[src/rtl/bbd_pkg.sv]
// Shared types, register indexes and constants for the binary boundary detector.
`default_nettype none

package bbd_pkg;

    localparam int unsigned DIM_MIN       = 3;
    localparam int unsigned DIM_LIMIT     = 1024;
    localparam int unsigned MAX_WIDTH_DEF = 1024;
    localparam int unsigned CFG_W         = 11;
    localparam int unsigned CFG_IDX_W     = 2;
    localparam int unsigned COORD_W       = 10;
    localparam int unsigned PIX_W         = 32;

    localparam logic [CFG_IDX_W-1:0] CFG_FRAME_WIDTH  = 2'd0;
    localparam logic [CFG_IDX_W-1:0] CFG_FRAME_HEIGHT = 2'd1;
    localparam logic [CFG_IDX_W-1:0] CFG_OUTER_MODE   = 2'd2;

    localparam logic [CFG_W-1:0] FRAME_WIDTH_RST  = 11'd640;
    localparam logic [CFG_W-1:0] FRAME_HEIGHT_RST = 11'd480;

    typedef struct packed {
        logic [COORD_W-1:0] w_last;
        logic [COORD_W-1:0] h_last;
        logic               outer_mode;
    } cfg_t;

    // one column of the two line buffers
    typedef struct packed {
        logic above;
        logic center;
    } col_word_t;

    typedef enum logic [1:0] {
        ST_FETCH_L,
        ST_FETCH_C,
        ST_FETCH_R,
        ST_RUN
    } state_t;

    function automatic int unsigned line_depth(input int unsigned max_width);
        return (max_width < DIM_LIMIT) ? max_width : DIM_LIMIT;
    endfunction

endpackage

`default_nettype wire

[src/rtl/binary_boundary_detect.sv]
// An accepted request passes the input stage, then the result register, to reach m_*.
// One pixel per cycle outside reloads and m_* stalls; row 0 of each frame yields no result.
// The line buffer is one memory with one write and one registered read per cycle;
// the neighbour window runs one column ahead of the pixel being judged.
// Reset (synchronous, aresetn low) clears counters and flags; after reset and
// each frame_width write, a window reload (FETCH_L/C/R) runs before pixels are judged.
`default_nettype none

module binary_boundary_detect #(
    parameter  int unsigned MAX_WIDTH = bbd_pkg::MAX_WIDTH_DEF,
    localparam int unsigned DEPTH     = bbd_pkg::line_depth(MAX_WIDTH),
    localparam int unsigned AW        = $clog2(DEPTH)
) (
    input  wire logic                           aclk,
    input  wire logic                           aresetn,
    input  wire logic                           cfg_wr_en,
    input  wire logic [bbd_pkg::CFG_IDX_W-1:0]  cfg_index,
    input  wire logic [bbd_pkg::CFG_W-1:0]      cfg_wdata,
    input  wire logic                           s_valid,
    output logic                                s_ready,
    input  wire logic [bbd_pkg::PIX_W-1:0]      s_pixel_value,
    output logic                                m_valid,
    input  wire logic                           m_ready,
    output logic [bbd_pkg::COORD_W-1:0]         m_center_x,
    output logic [bbd_pkg::COORD_W-1:0]         m_center_y,
    output logic                                m_is_outline,
    output logic                                m_frame_done
);

    localparam int unsigned XW = bbd_pkg::COORD_W;

    bbd_pkg::cfg_t      cfg;
    logic               width_wr;

    bbd_pkg::state_t    state_reg;
    bbd_pkg::state_t    state_next;

    logic               st_valid_reg;
    logic               st_pix_reg;
    logic [XW-1:0]      column_count_reg;
    logic [XW-1:0]      row_count_reg;

    bbd_pkg::col_word_t cur_reg;
    bbd_pkg::col_word_t saved0_reg;
    bbd_pkg::col_word_t saved1_reg;
    logic               left_reg;
    logic               wrap_reg;

    logic               m_valid_reg;
    logic [XW-1:0]      m_center_x_reg;
    logic [XW-1:0]      m_center_y_reg;
    logic               m_is_outline_reg;
    logic               m_frame_done_reg;

    logic [XW-1:0]      x_eff;
    logic [XW-1:0]      y_eff;
    logic               last_col;
    logic               last_row;
    logic               process;
    logic               emit;
    logic               judge_en;
    logic               flag;

    bbd_pkg::col_word_t nxt;
    bbd_pkg::col_word_t rd_data;
    bbd_pkg::col_word_t wr_data;
    logic               rd_en;
    logic [AW-1:0]      rd_addr;

    bbd_cfg_regs #(
        .MAX_WIDTH (MAX_WIDTH)
    ) u_cfg (
        .aclk      (aclk),
        .aresetn   (aresetn),
        .cfg_wr_en (cfg_wr_en),
        .cfg_index (cfg_index),
        .cfg_wdata (cfg_wdata),
        .cfg       (cfg),
        .width_wr  (width_wr)
    );

    bbd_line_buf #(
        .MAX_WIDTH (MAX_WIDTH)
    ) u_line_buf (
        .aclk    (aclk),
        .wr_en   (process),
        .wr_addr (x_eff[AW-1:0]),
        .wr_data (wr_data),
        .rd_en   (rd_en),
        .rd_addr (rd_addr),
        .rd_data (rd_data)
    );

    // counters may sit beyond a frame that shrank while idle
    assign x_eff    = (column_count_reg > cfg.w_last) ? cfg.w_last : column_count_reg;
    assign y_eff    = (row_count_reg > cfg.h_last) ? cfg.h_last : row_count_reg;
    assign last_col = (x_eff == cfg.w_last);
    assign last_row = (y_eff == cfg.h_last);

    assign process  = st_valid_reg && (state_reg == bbd_pkg::ST_RUN)
                      && (!m_valid_reg || m_ready);
    assign emit     = process && (y_eff != '0);
    assign s_ready  = !st_valid_reg || process;

    assign nxt          = wrap_reg ? saved1_reg : rd_data;
    assign wr_data.above  = cur_reg.center;
    assign wr_data.center = st_pix_reg;
    assign judge_en     = (x_eff != '0) && !last_col && (y_eff > XW'(1));

    bbd_judge u_judge (
        .judge_en   (judge_en),
        .outer_mode (cfg.outer_mode),
        .center     (cur_reg.center),
        .up         (cur_reg.above),
        .down       (st_pix_reg),
        .left       (left_reg),
        .right      (nxt.center),
        .is_outline (flag)
    );

    // window reload sequencer
    always_comb begin
        unique case (state_reg)
            bbd_pkg::ST_FETCH_L: state_next = bbd_pkg::ST_FETCH_C;
            bbd_pkg::ST_FETCH_C: state_next = bbd_pkg::ST_FETCH_R;
            bbd_pkg::ST_FETCH_R: state_next = bbd_pkg::ST_RUN;
            bbd_pkg::ST_RUN:     state_next = bbd_pkg::ST_RUN;
            default:             state_next = bbd_pkg::ST_FETCH_L;
        endcase
        if (width_wr) begin
            state_next = bbd_pkg::ST_FETCH_L;
        end
    end

    always_comb begin
        unique case (state_reg)
            bbd_pkg::ST_FETCH_L: begin
                rd_en   = 1'b1;
                rd_addr = AW'(x_eff - XW'(1));
            end
            bbd_pkg::ST_FETCH_C: begin
                rd_en   = 1'b1;
                rd_addr = AW'(x_eff);
            end
            bbd_pkg::ST_FETCH_R: begin
                rd_en   = 1'b1;
                rd_addr = AW'(x_eff + XW'(1));
            end
            bbd_pkg::ST_RUN: begin
                rd_en   = process && !last_col;
                rd_addr = AW'(x_eff + XW'(2));
            end
            default: begin
                rd_en   = 1'b0;
                rd_addr = '0;
            end
        endcase
    end

    always_ff @(posedge aclk) begin
        if (!aresetn) begin
            state_reg <= bbd_pkg::ST_FETCH_L;
        end else begin
            state_reg <= state_next;
        end
    end

    // input stage
    always_ff @(posedge aclk) begin
        if (!aresetn) begin
            st_valid_reg <= 1'b0;
        end else if (s_ready) begin
            st_valid_reg <= s_valid;
        end
    end

    always_ff @(posedge aclk) begin
        if (s_valid && s_ready) begin
            st_pix_reg <= (s_pixel_value != '0);
        end
    end

    // raster position
    always_ff @(posedge aclk) begin
        if (!aresetn) begin
            column_count_reg <= '0;
            row_count_reg    <= '0;
        end else if (process) begin
            if (last_col) begin
                column_count_reg <= '0;
                row_count_reg    <= last_row ? '0 : XW'(y_eff + XW'(1));
            end else begin
                column_count_reg <= XW'(x_eff + XW'(1));
                row_count_reg    <= y_eff;
            end
        end
    end

    // neighbour window
    always_ff @(posedge aclk) begin
        if (!aresetn) begin
            wrap_reg <= 1'b0;
        end else if (state_reg != bbd_pkg::ST_RUN) begin
            wrap_reg <= 1'b0;
        end else if (process) begin
            wrap_reg <= last_col;
        end
    end

    always_ff @(posedge aclk) begin
        unique case (state_reg)
            bbd_pkg::ST_FETCH_C: left_reg <= rd_data.above;
            bbd_pkg::ST_FETCH_R: cur_reg  <= rd_data;
            bbd_pkg::ST_RUN: begin
                if (process) begin
                    left_reg <= cur_reg.center;
                    cur_reg  <= last_col ? saved0_reg : nxt;
                    if (x_eff == XW'(0)) begin
                        saved0_reg <= wr_data;
                    end
                    if (x_eff == XW'(1)) begin
                        saved1_reg <= wr_data;
                    end
                end
            end
            default: ;
        endcase
    end

    // result register
    always_ff @(posedge aclk) begin
        if (!aresetn) begin
            m_valid_reg <= 1'b0;
        end else if (emit) begin
            m_valid_reg <= 1'b1;
        end else if (m_ready) begin
            m_valid_reg <= 1'b0;
        end
    end

    always_ff @(posedge aclk) begin
        if (emit) begin
            m_center_x_reg   <= x_eff;
            m_center_y_reg   <= XW'(y_eff - XW'(1));
            m_is_outline_reg <= flag;
            m_frame_done_reg <= last_col && last_row;
        end
    end

    assign m_valid      = m_valid_reg;
    assign m_center_x   = m_center_x_reg;
    assign m_center_y   = m_center_y_reg;
    assign m_is_outline = m_is_outline_reg;
    assign m_frame_done = m_frame_done_reg;

    a_reload_steps: assert property (@(posedge aclk) disable iff (!aresetn)
        (state_reg == bbd_pkg::ST_FETCH_L) && !width_wr |=> (state_reg == bbd_pkg::ST_FETCH_C))
        else $error("window reload skipped a step");

    a_row_wrap: assert property (@(posedge aclk) disable iff (!aresetn)
        process && last_col |=> (column_count_reg == '0) && wrap_reg)
        else $error("column counter did not wrap at row end");

    a_col_step: assert property (@(posedge aclk) disable iff (!aresetn)
        process && !last_col |=> (column_count_reg == XW'($past(x_eff) + XW'(1))) && !wrap_reg)
        else $error("column counter did not advance");

    a_stage_fill: assert property (@(posedge aclk) disable iff (!aresetn)
        s_valid && s_ready |=> st_valid_reg)
        else $error("accepted request lost from input stage");

    a_emit_row: assert property (@(posedge aclk) disable iff (!aresetn)
        emit |=> m_valid && (m_center_y == XW'($past(y_eff) - XW'(1))))
        else $error("result row does not trail the incoming row");

endmodule

`default_nettype wire

[src/rtl/bbd_cfg_regs.sv]
// Configuration registers with frame size saturation.
`default_nettype none

module bbd_cfg_regs #(
    parameter int unsigned MAX_WIDTH = bbd_pkg::MAX_WIDTH_DEF
) (
    input  wire logic                           aclk,
    input  wire logic                           aresetn,
    input  wire logic                           cfg_wr_en,
    input  wire logic [bbd_pkg::CFG_IDX_W-1:0]  cfg_index,
    input  wire logic [bbd_pkg::CFG_W-1:0]      cfg_wdata,
    output bbd_pkg::cfg_t                       cfg,
    output logic                                width_wr
);

    localparam int unsigned CW   = bbd_pkg::CFG_W;
    localparam int unsigned XW   = bbd_pkg::COORD_W;
    localparam int unsigned WLIM = bbd_pkg::line_depth(MAX_WIDTH);

    localparam logic [CW-1:0] D_MIN = CW'(bbd_pkg::DIM_MIN);
    localparam logic [CW-1:0] W_MAX = CW'(WLIM);
    localparam logic [CW-1:0] H_MAX = CW'(bbd_pkg::DIM_LIMIT);

    logic [CW-1:0] frame_width_reg;
    logic [CW-1:0] frame_height_reg;
    logic          outer_mode_reg;
    logic [CW-1:0] width_sat;
    logic [CW-1:0] height_sat;

    always_ff @(posedge aclk) begin
        if (!aresetn) begin
            frame_width_reg  <= bbd_pkg::FRAME_WIDTH_RST;
            frame_height_reg <= bbd_pkg::FRAME_HEIGHT_RST;
            outer_mode_reg   <= 1'b0;
        end else if (cfg_wr_en) begin
            unique case (cfg_index)
                bbd_pkg::CFG_FRAME_WIDTH:  frame_width_reg  <= cfg_wdata;
                bbd_pkg::CFG_FRAME_HEIGHT: frame_height_reg <= cfg_wdata;
                bbd_pkg::CFG_OUTER_MODE:   outer_mode_reg   <= cfg_wdata[0];
                default: ;
            endcase
        end
    end

    always_comb begin
        priority if (frame_width_reg < D_MIN) begin
            width_sat = D_MIN;
        end else if (frame_width_reg > W_MAX) begin
            width_sat = W_MAX;
        end else begin
            width_sat = frame_width_reg;
        end
        priority if (frame_height_reg < D_MIN) begin
            height_sat = D_MIN;
        end else if (frame_height_reg > H_MAX) begin
            height_sat = H_MAX;
        end else begin
            height_sat = frame_height_reg;
        end
    end

    assign cfg.w_last     = XW'(width_sat - CW'(1));
    assign cfg.h_last     = XW'(height_sat - CW'(1));
    assign cfg.outer_mode = outer_mode_reg;
    assign width_wr       = cfg_wr_en && (cfg_index == bbd_pkg::CFG_FRAME_WIDTH);

endmodule

`default_nettype wire

[src/rtl/bbd_line_buf.sv]
// Two one-bit line buffers held as one two-bit word per column, registered read.
`default_nettype none

module bbd_line_buf #(
    parameter  int unsigned MAX_WIDTH = bbd_pkg::MAX_WIDTH_DEF,
    localparam int unsigned DEPTH     = bbd_pkg::line_depth(MAX_WIDTH),
    localparam int unsigned AW        = $clog2(DEPTH)
) (
    input  wire logic               aclk,
    input  wire logic               wr_en,
    input  wire logic [AW-1:0]      wr_addr,
    input  wire bbd_pkg::col_word_t wr_data,
    input  wire logic               rd_en,
    input  wire logic [AW-1:0]      rd_addr,
    output bbd_pkg::col_word_t      rd_data
);

    bbd_pkg::col_word_t mem [DEPTH];
    bbd_pkg::col_word_t rd_data_reg;

    always_ff @(posedge aclk) begin
        if (wr_en) begin
            mem[wr_addr] <= wr_data;
        end
    end

    always_ff @(posedge aclk) begin
        if (rd_en) begin
            rd_data_reg <= mem[rd_addr];
        end
    end

    assign rd_data = rd_data_reg;

endmodule

`default_nettype wire

[src/rtl/bbd_judge.sv]
// Four-neighbour outline rule, inner and outer forms.
`default_nettype none

module bbd_judge (
    input  wire logic           judge_en,
    input  wire logic           outer_mode,
    input  wire logic           center,
    input  wire logic           up,
    input  wire logic           down,
    input  wire logic           left,
    input  wire logic           right,
    output logic                is_outline
);

    logic any_empty;
    logic any_occupied;

    assign any_empty    = !up || !down || !left || !right;
    assign any_occupied = up || down || left || right;

    always_comb begin
        if (!judge_en) begin
            is_outline = 1'b0;
        end else if (outer_mode) begin
            is_outline = !center && any_occupied;
        end else begin
            is_outline = center && any_empty;
        end
    end

endmodule

`default_nettype wire
[config.mk]
export PLATFORM = sky130hd
export DESIGN_NAME = binary_boundary_detect
export DESIGN_NICKNAME = d
export VERILOG_FILES = /design/src/rtl/bbd_pkg.sv /design/src/rtl/binary_boundary_detect.sv /design/src/rtl/bbd_cfg_regs.sv /design/src/rtl/bbd_line_buf.sv /design/src/rtl/bbd_judge.sv
export SDC_FILE = /design/constraint.sdc
export NUM_CORES = 2
export LEC_CHECK = 0
export ABC_AREA = 1
export BUFFER_PORTS_ARGS = -buffer_cell sky130_fd_sc_hd__buf_2
export CORE_MARGIN = 4
export CORE_UTILIZATION = 25
export CTS_CLUSTER_DIAMETER = 60
export DETAILED_ROUTE_END_ITERATION = 8
export PLACE_DENSITY_LB_ADDON = 0.05
export SLEW_MARGIN = 15
export SYNTH_ARGS = -nofsm -noshare
export SYNTH_HDL_FRONTEND = slang
export SYNTH_SLANG_ARGS = --single-unit
export TNS_END_PERCENT = 10
[constraint.sdc]
create_clock -name aclk -period 14.7 [get_ports aclk]
set_input_delay 0.735 -clock aclk [delete_from_list [all_inputs] [get_ports aclk]]
set_output_delay 0.735 -clock aclk [all_outputs]
set_load 0.05 [all_outputs]
Word-level counts from Yosys, hierarchy flattened
Memories as Yosys holds them, arrays and structs flattened. A register that Yosys moved wholly into a read port is not among the register bits.
Index checks and enable logic that the tools add are counted.

storage, ports and cells
  bits in registers = 78
  latch bits = 0
  bits in writable memories = 2048
  ROM bits = 0
  input port bits = 50
  output and inout bits = 24
  logic and storage cells = 117
  memories kept = 1

memories
  name            words  bits a word  read ports  clocked after Yosys merged registers in  write ports  line                source
  u_line_buf.mem  1024   2            1           1                                        1            bbd_line_buf.sv:18  bbd_pkg::col_word_t mem [DEPTH];

cells by class
  $add $sub $neg = 7
  $mul = 0
  divide/modulo/power cells = 0
  order comparisons = 7
  equality and inequality tests = 10
  shifts and indexed selects = 0
  multiplexer cells = 23
  bitwise gates (word level) = 1
  reductions and logical operators = 47

operators by type and width
  kind                                                            number
  two-way mux 10 bit                                              9
  one-hot mux 10 bit (4 select lines)                             1
  subtractor 10 x 1 -> 10 bit, second input constant              4
  nonzero test 32 bit                                             1
  greater-than comparator 11 bit, second input constant           2
  < comparator 11 x 2 -> 1 bit, second input constant             2
  adder 10 x 1 -> 10 bit, second input constant                   2
  == test 10 bit                                                  2
  greater-than comparator 10 bit                                  2
  nonzero test 10 bit                                             2
  logical AND 1 bit                                               11
  adder 10 x 2 -> 10 bit, second input constant                   1
  == test 10 x 1 -> 1 bit, second input constant                  1
  greater-than comparator 10 x 1 -> 1 bit, second input constant  1
  logical NOT 10 bit                                              1
  AND reduction 2 bit                                             5
  logical NOT 1 bit                                               8
  logical OR 1 bit                                                8
  == test 2 bit, second input constant                            3
  two-way mux 1 bit                                               6
  two-way mux 2 bit                                               3
  one-hot mux 2 bit (3 select lines)                              1
  AND reduction 3 bit                                             2
  nonzero test 2 bit                                              3
  other kinds (8)                                                 14

Longest topological paths before layout
  depth in word-level cells = 10
  depth in mapped cells = 40
  mapped depth without buffers = 38

Modules after synthesis
Synthesis repeated with hierarchy kept, for this count alone.

unflattened totals
  cell total of the unflattened synthesis = 8918
  area total of the unflattened synthesis = 93527.2 µm²

modules (own cells, without submodules)
  module                  times used  cells an instance  area each (µm²)  seq. area each (µm²)
  bbd_line_buf            1           7976               86973.4          61559.0
  binary_boundary_detect  1           690                5014.8           1401.3
  bbd_cfg_regs            1           239                1487.7           460.4
  bbd_judge               1           13                 51.3             0.0

Least setup slack after synthesis
Ideal clock, no wire load.

  kind = register to register
  start = register st_pix_reg
  end = register saved0_reg[0] (netlist name) (data pin)
  library setup time = 2.682 ns
  data arrival time = 12.071 ns
  required time = 12.018 ns
  slack = -0.052 ns
  stages on the path, launching flop included = 1
  buffers on the path = 0
  clock period less this slack = 14.752 ns
  cell sequence = edfxtp_1

RTL lines
  what                    line                           source
  from (decl)             binary_boundary_detect.sv:39   logic st_pix_reg;
  from (signal assigned)  binary_boundary_detect.sv:179  st_pix_reg <= (s_pixel_value != '0);
  to (signal assigned)    binary_boundary_detect.sv:219  saved0_reg <= wr_data;
  to (decl)               binary_boundary_detect.sv:44   bbd_pkg::col_word_t saved0_reg;

No word-level cell between the ends.

Worst setup path in the final report
  start = register u_cfg.frame_width_reg[2]
  end = register u_line_buf.rd_data[1] (netlist name)

on the way
  longest elaborated chain between the ends = 10
  elaborated cells on any way between the ends = 15
  those cells by class = 4 x add/sub; 3 x order compare; 1 x eq/ne; 5 x mux; 2 x reduce/logical

ends and longest elaborated chain
  what                                                                                    line                source
  from (decl)                                                                             bbd_cfg_regs.sv:24  logic [CW-1:0] frame_width_reg;
  from (signal assigned)                                                                  bbd_cfg_regs.sv:32  frame_width_reg <= bbd_pkg::FRAME_WIDTH_RST;
  from (signal assigned)                                                                  bbd_cfg_regs.sv:37  bbd_pkg::CFG_FRAME_WIDTH: frame_width_reg <= cfg_wdata;
  greater-than comparator 11 bit                                                          bbd_cfg_regs.sv:48  end else if (frame_width_reg > W_MAX) begin
  two-way mux 10 bit                                                                      bbd_cfg_regs.sv:48
  two-way mux 10 bit (*)                                                                  bbd_cfg_regs.sv:46  priority if (frame_width_reg < D_MIN) begin
  subtractor 10 x 1 -> 10 bit (*)                                                         bbd_cfg_regs.sv:62  assign cfg.w_last = XW'(width_sat - CW'(1));
  parallel branches: the longest is 6 deep, another holds greater-than comparator 10 bit  n/a

Every way passes the cells marked *.
A chain may end at the register's enable or synchronous reset.

==> results_dict.tcl <==
set metrics [dict create \
    drt_iter0_markers 5360 \
    finalHoldViolations 0 \
    cts_tree "built" \
    ant_nets 0 \
    reg2reg_depth 37 \
    crit_type "reg -> reg" \
    num_rows 225 \
    netlist_instances 9492 \
    fin_crit_sh 0.5692 \
    nNetsFinal 9429 \
    seqPwrFrac 0.438 \
    crit_slowest_cell "buf_4" \
    reg2reg_slack_ns 6.33 \
    startpoint_type "flip-flop" \
    grt_pass1_vias 70140 \
    period_needed_ns 8.367 \
    end_kind "flip-flop" \
    ys_warn_count 0 \
    cts_setup_buffers 0 \
    dieWidth_um 623.1 \
    clock_skew_ns 0.05816 \
    synth_flop_cell "edfxtp_1" \
    setup_viol 0 \
    required_ns 15.33 \
    async_flop_share 0 \
    drive_gt1_frac 0.08014 \
    io_buffers 73 \
    grt_max_degree 166 \
    fill_cells 39590 \
    synth_area_leader_cell "edfxtp_1" \
    critPathMaxStageDelay_ns 0.81 \
    synth.avg_cell_area_sq_um 9.963 \
    ctsRootBufferMaster "clkbuf_16" \
    antenna_found_initial 38 \
    p_per_area_nw_per_um2 140.6 \
    yosysSeqAreaShare 0.6706 \
    largest_reg_flops 2048 \
    rsz0062_at_grt "no" \
    io_pins 74 \
    fp.coreArea_sq_um 376100 \
    ys_seq_elements 2128 \
    ir_drop_uv 93.79 \
    min-delay-start "cfg_wdata[8]" \
    maxCapViolations 0 \
    clock_power_share 0.445 \
    worstMarginPinSlew_ns 1.124 \
    cp-startpoint "u_cfg.frame_width_reg[2]$_SDFFE_PN0P_" \
    drc 0 \
    clk_latency_ns 0.90 \
    p_int_uw 11170 \
    switching_share 0.2699 \
    relSlewSlack 0.2504 \
    wl_per_cell_um 24.61 \
    clk_pin_slew_ns 0.05 \
    slew_viol_final 0 \
    ctsHoldBuffers 0 \
    switching_power_uw 4130 \
    numClockSinks 2128 \
    cts_buffer_depth 4 \
    hold_class "in -> reg" \
    die_h_um 623.1 \
    cts-buffers-inserted 286 \
    gp_congestion 0.7600 \
    htree_levels 5 \
    initial_core_util 0.2514 \
    syn-num-nets 9572 \
    yosys-top-cells-area "edfxtp_1 66%, nand2_1 15%, nand3_1 7.5%" \
    max_freq_ghz 0.1195 \
    synthToLayoutAreaGrowth_pct 15.03 \
    dp_hpwl_um 192800 \
    avgViaCountPerCell 4.667 \
    holdWs_ns 0.1275 \
    rr_endpoint "u_line_buf.rd_data[1]$_DFFE_PP_" \
    min_to "u_cfg.frame_height_reg[8]$_SDFFE_PN1P_" \
    power_frac_comb 0.117 \
    cpMostUsedCell "nand3_1" \
    wl_um 358100 \
    grt.total_usage 0.1801 \
    min_path_cells 3 \
    worstPathArrival_ns 8.99 \
    drt_first_pass_iters 5 \
    path_max_fanout 63 \
    grt_pass1_wl_um 510300 \
    vias 67930 \
    ctsResizeCount 0 \
    status "finished clean" \
    netlist_area_sq_um 94570 \
    ys_types 53 \
    synth_edf_count 2080 \
    r2r_start "u_cfg.frame_width_reg[2]$_SDFFE_PN0P_" \
    power_uw 15300 \
    leakage_uw 0.03911 \
    synth_top_area_share 0.6604 \
    overflow 0 \
    dieArea_sq_um 388200 \
    setup_tns_ns 0 \
]
-- final cells by class --
| cell class | instances | area, sq um | area share |
|---|---|---|---|
| inverters | 114 | 444.2 | 0.004083 |
| well taps | 4994 | 6248 | 0.05744 |
| diodes | 3 | 7.507 | 0.00006901 |
| repair buffers | 224 | 1644 | 0.01511 |
| flip-flops and latches | 2128 | 63420 | 0.5830 |
| clock buffers | 359 | 7674 | 0.07054 |
| multi-input cells | 6595 | 28020 | 0.2576 |
| clock inverters | 138 | 1321 | 0.01215 |
-- critical path: cells and delay by family, from the launching register on --
kind | cells | cell delay [ns]
AO/OA/AOI/OAI | 3 | 0.53
XOR/XNOR | 1 | 0.24
adder cells (fa/ha/maj) | 3 | 0.77
buffers and inverters | 6 | 2.55
flip-flops | 1 | 0.45
AND/OR/NAND/NOR | 24 | 3.43
-- logic make-up after synthesis --
group                    count (synthesis)  share of synthesized area
AO/OA/AOI/OAI                          138                   0.008586
XOR/XNOR                                25                   0.002554
adder cells (fa/ha/maj)                 30                   0.003969
buffers and inverters                  769                    0.03695
flip-flops                            2128                     0.6706
multiplexers                             1                  0.0001191
AND/OR/NAND/NOR                       6401                     0.2772
-- worst max-delay path by stage --
| stage | end | slack, ns | cells after the start |
|---|---|---|---|
| CTS | u_line_buf.rd_data[1]$_DFFE_PP_ | 6.20 | 37 |
| finish | u_line_buf.rd_data[1]$_DFFE_PP_ | 6.33 | 37 |
| global placement | u_line_buf.rd_data[1]$_DFFE_PP_ | 6.25 | 37 |
| global route | u_line_buf.rd_data[1]$_DFFE_PP_ | 5.74 | 37 |
| floorplan | saved0_reg[0]$_DFFE_PP_ | -0.05 | 0 |
| detailed placement | u_line_buf.rd_data[1]$_DFFE_PP_ | 6.22 | 37 |
-- cell usage after synthesis (2+ instances only) --
library cell and instances:
inv_2 15, o21ai_2 4, ha_1 30, clkbuf_1 271, nor3_1 19, edfxtp_1 2080, a21boi_1 2, nor2_1 1112
o21ai_1 15, nand2_4 9, inv_1 95, nor2_4 6, buf_1 12, nor2_2 13, a21boi_2 2, xnor2_1 3
o21ai_4 2, buf_2 321, xor2_1 19, o211ai_1 7, nand3b_1 2, xor2_2 2, nand2_2 21, a21oi_1 48
dfxtp_1 48, clkinv_1 2, a21oi_2 5, or2_2 3, nand4_1 20, nand3_1 1421, a211oi_1 2, nand3_2 12
o21ai_0 43, nand2_1 3751, buf_4 48, buf_6 3, nor4_1 8
-- cell usage in the layout (no fill, tap or decap), types with 50 or more instances in the layout --
cell and instances:
clkinv_1 50, nand3_1 1421, edfxtp_1 2080, nor2_1 1112
buf_4 140, clkbuf_16 296, nand2_1 3700, inv_1 95
buf_2 73, clkbuf_1 60
-- stage by stage --
step / instance area, sq um / worst slack, ns / cells / util
after global placement: 99750 / 6.247 / 14050 / 0.2652
final: 108800 / 6.333 / 14560 / 0.2892
after CTS: 108800 / 6.199 / 14550 / 0.2892
after detailed placement: 99780 / 6.219 / 14060 / 0.2653
after floorplan: 94570 / -0.05243 / 9492 / -
after global routing: 108800 / 5.736 / 14550 / 0.2892
-- layer usage --
metal / routed length [um] / GRT usage / vias up / share of wire
met5: 0 / 0 / - / 0
met4: 8233 / 0.04153 / 0 / 0.023
met3: 14310 / 0.01782 / 405 / 0.040
met2: 170600 / 0.3066 / 1433 / 0.48
met1: 165000 / 0.2466 / 34370 / 0.46
li1: - / - / 31720 / -
-- power by group through the flow --
stage	sequential [uW]	combinational [uW]	clock, uW
global placement	6830	1850	0
global route	6700	2010	7250
CTS	6700	1850	7010
floorplan	6970	1080	0
detailed placement	6830	1840	0
finish	6700	1800	6800
Note: power is estimated with default switching activity, not from simulation.
